$ cat src/hw/rtl/weighted_threshold_trigger_score_unit_macros.svh
// assertion helpers shared by the rtl
`ifndef WEIGHTED_THRESHOLD_TRIGGER_SCORE_UNIT_MACROS_SVH
`define WEIGHTED_THRESHOLD_TRIGGER_SCORE_UNIT_MACROS_SVH

// same-cycle implication, disabled while reset is asserted
`define WTTS_ASSERT_IMP(label, clk, rst_n, ante, cons, msg) \
  label: assert property (@(posedge clk) disable iff (!rst_n) (ante) |-> (cons)) \
    else $error(msg);

// next-cycle implication, disabled while reset is asserted
`define WTTS_ASSERT_NXT(label, clk, rst_n, ante, cons, msg) \
  label: assert property (@(posedge clk) disable iff (!rst_n) (ante) |=> (cons)) \
    else $error(msg);

`endif

$ cat src/hw/rtl/wtts_pkg.sv
package wtts_pkg;

  localparam int COUNT_BITS  = 24;
  localparam int FRAC_BITS   = 12;
  localparam int PCT_BITS    = 24;
  localparam int FACTOR_BITS = 12;
  localparam int BASE_BITS   = 24;
  localparam int THRESH_FRAC = 8;
  localparam int THRESH_BITS = 28;
  localparam int SCORE_BITS  = FRAC_BITS + 2;
  localparam int NUM_CH      = 3;

  localparam int PROD_BITS   = PCT_BITS + FACTOR_BITS;
  localparam int CNTFX_BITS  = COUNT_BITS + THRESH_FRAC;
  localparam int RATIO_BITS  = FRAC_BITS + 1;
  localparam int WPROD_BITS  = FRAC_BITS + RATIO_BITS;
  localparam int WSUM_BITS   = WPROD_BITS + 2;
  localparam int WEIGHT_BITS = NUM_CH * FRAC_BITS;

  // stage map: product, threshold, one stage per quotient bit, weighting, output
  localparam int CHAN_STG    = FRAC_BITS + 2;
  localparam int S_WMUL      = CHAN_STG;
  localparam int S_OUT       = CHAN_STG + 1;
  localparam int NSTG        = CHAN_STG + 2;

  localparam int CFG_IDX_BITS  = 3;
  localparam int CFG_DATA_BITS = WEIGHT_BITS;

  localparam logic [CFG_IDX_BITS-1:0] REG_CLIP_FACTOR        = 3'd0;
  localparam logic [CFG_IDX_BITS-1:0] REG_SPLIT_FACTOR       = 3'd1;
  localparam logic [CFG_IDX_BITS-1:0] REG_INSERTION_FACTOR   = 3'd2;
  localparam logic [CFG_IDX_BITS-1:0] REG_CLIP_BASELINE      = 3'd3;
  localparam logic [CFG_IDX_BITS-1:0] REG_SPLIT_BASELINE     = 3'd4;
  localparam logic [CFG_IDX_BITS-1:0] REG_INSERTION_BASELINE = 3'd5;
  localparam logic [CFG_IDX_BITS-1:0] REG_PACKED_WEIGHTS     = 3'd6;

  localparam logic [FACTOR_BITS-1:0] FACTOR_RST  = FACTOR_BITS'(768);
  localparam logic [BASE_BITS-1:0]   BASE_RST    = BASE_BITS'(256);
  localparam logic [WEIGHT_BITS-1:0] WEIGHTS_RST = WEIGHT_BITS'(64'd22906492245);

  localparam logic [RATIO_BITS-1:0] RATIO_ONE = {1'b1, {FRAC_BITS{1'b0}}};
  localparam logic [SCORE_BITS-1:0] SCORE_MAX = SCORE_BITS'(NUM_CH * ((1 << FRAC_BITS) - 1));

  typedef logic [CHAN_STG-1:0] chan_en_t;

endpackage

$ cat src/hw/rtl/wtts_chan.sv
module wtts_chan
  import wtts_pkg::*;
(
  input  logic                   clk,
  input  chan_en_t               en,
  input  logic [COUNT_BITS-1:0]  count,
  input  logic [PCT_BITS-1:0]    pct,
  input  logic [FACTOR_BITS-1:0] factor,
  input  logic [BASE_BITS-1:0]   base,
  output logic                   fired,
  output logic [RATIO_BITS-1:0]  ratio
);

  logic [PROD_BITS-1:0]   mul_nxt;
  logic [THRESH_BITS-1:0] prod_r;
  logic [COUNT_BITS-1:0]  cnt_r;

  logic [THRESH_BITS-1:0] base_eff;
  logic [THRESH_BITS-1:0] thr_nxt;
  logic [CNTFX_BITS-1:0]  cnt_fx;
  logic [CNTFX_BITS-1:0]  thr_ext;

  logic [THRESH_BITS-1:0] rem_r  [FRAC_BITS+1];
  logic [FRAC_BITS-1:0]   quo_r  [FRAC_BITS+1];
  logic [THRESH_BITS-1:0] thr_r  [FRAC_BITS];
  logic                   fire_r [FRAC_BITS+1];
  logic                   sat_r  [FRAC_BITS+1];

  // product in 20.8, always fits without saturation
  assign mul_nxt = PROD_BITS'(pct) * PROD_BITS'(factor);

  always_ff @(posedge clk) begin
    if (en[0]) begin
      prod_r <= mul_nxt[THRESH_FRAC +: THRESH_BITS];
      cnt_r  <= count;
    end
  end

  assign base_eff = (base == '0) ? THRESH_BITS'(1) : THRESH_BITS'(base);
  assign thr_nxt  = (prod_r > base_eff) ? prod_r : base_eff;
  assign cnt_fx   = {cnt_r, {THRESH_FRAC{1'b0}}};
  assign thr_ext  = CNTFX_BITS'(thr_nxt);

  always_ff @(posedge clk) begin
    if (en[1]) begin
      thr_r[0]  <= thr_nxt;
      fire_r[0] <= cnt_fx > thr_ext;
      sat_r[0]  <= cnt_fx >= thr_ext;
      rem_r[0]  <= (cnt_fx >= thr_ext) ? '0 : THRESH_BITS'(cnt_fx);
      quo_r[0]  <= '0;
    end
  end

  // restoring division, one quotient bit per stage; remainder stays below thr
  for (genvar i = 0; i < FRAC_BITS; i++) begin : g_div
    logic [THRESH_BITS:0]   rem2;
    logic [THRESH_BITS:0]   diff;
    logic                   ge;
    logic [THRESH_BITS-1:0] rem_nxt;

    assign rem2    = {rem_r[i], 1'b0};
    assign diff    = rem2 - {1'b0, thr_r[i]};
    assign ge      = rem2 >= {1'b0, thr_r[i]};
    assign rem_nxt = ge ? diff[THRESH_BITS-1:0] : rem2[THRESH_BITS-1:0];

    always_ff @(posedge clk) begin
      if (en[i+2]) begin
        rem_r[i+1]  <= rem_nxt;
        quo_r[i+1]  <= {quo_r[i][FRAC_BITS-2:0], ge};
        fire_r[i+1] <= fire_r[i];
        sat_r[i+1]  <= sat_r[i];
      end
    end

    if (i < FRAC_BITS - 1) begin : g_thr
      always_ff @(posedge clk) begin
        if (en[i+2]) begin
          thr_r[i+1] <= thr_r[i];
        end
      end
    end
  end

  assign fired = fire_r[FRAC_BITS];
  assign ratio = sat_r[FRAC_BITS] ? RATIO_ONE : {1'b0, quo_r[FRAC_BITS]};

endmodule

$ cat config.mk
export PLATFORM = sky130hd
export DESIGN_NAME = wtts_chan
export DESIGN_NICKNAME = d
export VERILOG_FILES = /design/src/hw/rtl/weighted_threshold_trigger_score_unit_macros.svh /design/src/hw/rtl/wtts_pkg.sv /design/src/hw/rtl/wtts_chan.sv
export SDC_FILE = /design/constraint.sdc
export NUM_CORES = 2
export LEC_CHECK = 0
export BUFFER_PORTS_ARGS = -buffer_cell sky130_fd_sc_hd__clkbuf_2
export CAP_MARGIN = 40
export CORE_ASPECT_RATIO = 0.7
export CORE_MARGIN = 4
export CORE_UTILIZATION = 32
export CTS_BUF_LIST = sky130_fd_sc_hd__clkbuf_16
export CTS_CLUSTER_SIZE = 30
export DETAILED_ROUTE_END_ITERATION = 8
export GPL_ROUTABILITY_DRIVEN = 0
export PLACE_DENSITY_LB_ADDON = 0.25
export SLEW_MARGIN = 0
export SYNTH_ARGS = -nofsm -noshare
export SYNTH_HDL_FRONTEND = slang
export SYNTH_SLANG_ARGS = --single-unit
$ cat constraint.sdc
create_clock -name clk -period 6.17 [get_ports clk]
set_input_delay 0.3085 -clock clk [delete_from_list [all_inputs] [get_ports clk]]
set_output_delay 0.3085 -clock clk [all_outputs]
set_load 0.005 [all_outputs]
==> parameters.txt <==
Parameter                              Value

Synth
  Cell area after synthesis    54,400 um2
  Synth Warn #    0
  Count of state elements after synthesis    820
  EDFF count, synth    820
  Mean area per synthesized cell    10.73 um2
  Cell taking the most area after synthesis    edfxtp_1
  Library cells used by synthesis    85
  Post-synthesis net count    5,838
  Share of the yosys chip area belonging to registers    45.27%
  Fraction of synthesis flops using an asynchronous set or reset pin    0%
  Number of instances in the synthesized netlist    5,069
  Primary FF master, synth    edfxtp_1
  Area share of the largest cell type after synthesis    45.27%
  Dominant cells by area after synthesis    edfxtp_1 (45%), ha_1 (10%), fa_1 (8.4%), inv_1 (4.8%), nand2_1 (3.3%)

Global routing
  Largest net degree at the start of global routing    66
  Gr usage total    15.71%
  Number of antenna violations at the first check in global routing    9
  Via count of the first global-routing pass    35,910
  First-pass GRT wire length    217,200 um
  Grt total ovfl    0

Clock tree
  Clock buffer count from CTS    87
  Maximum level of the CTS H-tree    3
  Total number of clock tree sinks    820
  Clk slew on worst S/H paths    60 ps
  Root buffer selected by CTS    clkbuf_16
  Worst-Skew Late Latency    700 ps
  Clock Path Buffers    3
  Clock tree from TritonCTS    built

Power and ir drop
  Psw    13,140 uW
  Int Power    18,970 uW
  Cell area power density    521.7 nW/um2
  Combinational group share of total power    52.2%
  VDD IR max    276.7 uV
  Switching power as a share of total power    40.93%
  Sequential share of power    30.2%
  Fraction of power consumed by the clock network    17.6%
  Static leakage    0.02628 uW

Critical path
  CP required    6700 ps
  Worst-path maximum fanout    16
  Worst path max stage delay    540 ps
  Critical path arrival    6170 ps
  Stages on worst setup path    29
  R2R cell count    21
  Cell family with most CP delay    compound AO/OA/AOI/OAI gates
  CP max stage cell    dlygate4sd3_1
  Number of buffers and inverters on the critical path    7
  Type of destination of the critical path    flip-flop
  Kind of launch point of the worst setup path    input port
  Critical setup path kind    input port to flip-flop
  Library cell appearing most often on the critical path    buf_4

Run
  Max capacitance violation total    0

Floorplan
  Area of the core    168,700 um2
  I/O pin cnt    113
  Die outline area    176,800 um2
  Horiz. Die Dim    500.8 um
  Chip Height    353.0 um
  Initial cell density of the core    32.25%
  FP Rows    126

Min path
  Path class of the lowest-slack min-delay path    input port to flip-flop
  Cell depth of the worst min-delay path    3

Detailed routing
  DR WL/cell    18.62 um
  Iteration-0 DRC Markers    3,572
  Routed vias    37,710
  Drt total wl    141,500 um
  Router iterations before antenna repair    6
  Mean number of vias per cell    4.962
  Final routed DRC violation total    0
  Post-detailed-route count of antenna-violating nets    0

Layout
  Share of cells above drive strength 1    8.850%
  Area growth from synthesis to layout    13.16%
  Post-route cell area    61,550 um2
  Final standard cell utilization of the core    36.49%
  Most common cell after layout, fill and taps aside    edfxtp_1
  Most used cells in the layout excluding fill and tap cells    edfxtp_1 (820), inv_1 (709), nand2_1 (474)
  Number of filler instances in the final layout    16,840
  Nets@finish    6,054

Timing
  Final-report hold violation count    0
  Fin Clk Skew    59.49 ps
  Number of slew-limit violations in the final report    0
  Worst slew pin tran    906.5 ps
  Final setup viols    0
  Hold Worst Slack    61.96 ps
  Upper clock frequency limit    177.5 MHz
  Final critical path time including I/O delays and setup    5635 ps
  Max-slew headroom at the worst pin    39.28%
  Period utilisation layout    91.33%
  Worst path setup slack after routing    534.8 ps
  Unrepaired setup endpoints after global routing    no

Place
  Instance area at placement    58,090 um2
  Number of buffers added on ports    112
  Post-DP HPWL    111,900 um
  Placement Setup Slack    -16.57 ps

Status
  Result of the run    finished, final reports clean
[worst paths after layout]
check          startpoint           to  slack, ps
max reg2reg    prod_r[13]  rem_r[0][9]        960
min reg2reg  quo_r[0][90]  quo_r[1][7]        420
max              base[13]  rem_r[0][9]        530
min               base[5]  thr_r[0][5]         60
[worst min-delay path, delay by kind of cell]
| kind | cells | cell delay (ps) |
|---|---|---|
| AOI/OAI and AO/OA | 1 | 170 |
| buffers and inverters | 2 | 140 |
[flip-flops by register name (all words and copies together) (netlist names)]
| name | cells |
|---|---|
| rem_r | 328 |
| fire_r | 13 |
| thr_r | 336 |
| sat_r | 13 |
| prod_r | 28 |
| quo_r | 78 |
| cnt_r | 24 |
[synthesized netlist by cell type, drive strengths merged (25+ instances only)]
| cell | count |
|---|---|
| o31ai | 36 |
| a21oi | 292 |
| mux2 | 73 |
| xnor2 | 138 |
| clkbuf | 104 |
| o21a | 63 |
| nor2 | 267 |
| inv | 702 |
| nand3 | 57 |
| nor3 | 64 |
| a31oi | 27 |
| o21bai | 35 |
| xor2 | 111 |
| nor4 | 25 |
| a211oi | 44 |
| edfxtp | 820 |
| mux2i | 28 |
| o21ai | 305 |
| nor2b | 58 |
| fa | 229 |
| nand4 | 50 |
| and3 | 31 |
| nand2b | 48 |
| ha | 441 |
| a21o | 145 |
| nand2 | 474 |
| and2 | 136 |
[cells by family (layout without fill, tap and decap cells)]
kind of cell / Yosys count / in the layout / share of synthesized area [%]
and+or+nand+nor: 1295 / 1295 / 11.44
AOI/OAI and AO/OA: 1107 / 1107 / 12.94
buffers and inverters: 827 / 1114 / 5.753
DFF: 820 / 820 / 45.27
adders and majority gates: 670 / 670 / 18.57
xor gates and xnor gates: 249 / 249 / 4.009
muxes: 101 / 101 / 2.026
other: 0 / 3 / 0
[metrics by stage]
step,total power (uW),instances,TNS [ps]
floorplan,21340,5069,0
global placement,26190,7393,0
detailed placement,26390,7397,-30.56
CTS,32270,7594,0
global route,34660,7597,0
finish,32110,7599,0
[what timing repair did]
action | CTS | global route
hold buffers | 37 | 0
hold endpoints to repair | 67 | 0
gates resized for setup | 0 | 2
setup buffers | 0 | 0
endpoints found under the setup margin | 0 | 21
[layout make-up]
cell class | instances | area (um2) | area share [%]
antenna | 3 | 7.507 | 0.01220
clock buffer | 89 | 2227 | 3.618
clock inverter | 71 | 838.3 | 1.362
inverter | 702 | 2635 | 4.281
multi-input combinational | 3422 | 26690 | 43.36
sequential | 820 | 24620 | 40.00
tap | 2240 | 2803 | 4.553
timing repair buffer | 252 | 1728 | 2.807
[power groups by stage]
| stage | clock network, uW | logic (uW) | registers (uW) |
|---|---|---|---|
| after floorplan | 0 | 12100 | 9230 |
| after global placement | 0 | 16300 | 9840 |
| after detailed placement | 0 | 16500 | 9840 |
| after CTS | 5840 | 16700 | 9740 |
| after global routing | 6080 | 18700 | 9860 |
| final | 5640 | 16800 | 9710 |
[layer usage]
| layer | track usage, % | vias up | share of wire (%) |
|---|---|---|---|
| met5 | 0 | - | 0.015 |
| met2 | 21.17 | 1089 | 39 |
| met1 | 25.60 | 18220 | 52 |
| li1 | - | 18280 | - |
| met3 | 3.224 | 120 | 7.5 |
| met4 | 2.627 | 4 | 1.4 |
(Power assumes the default switching activity.)
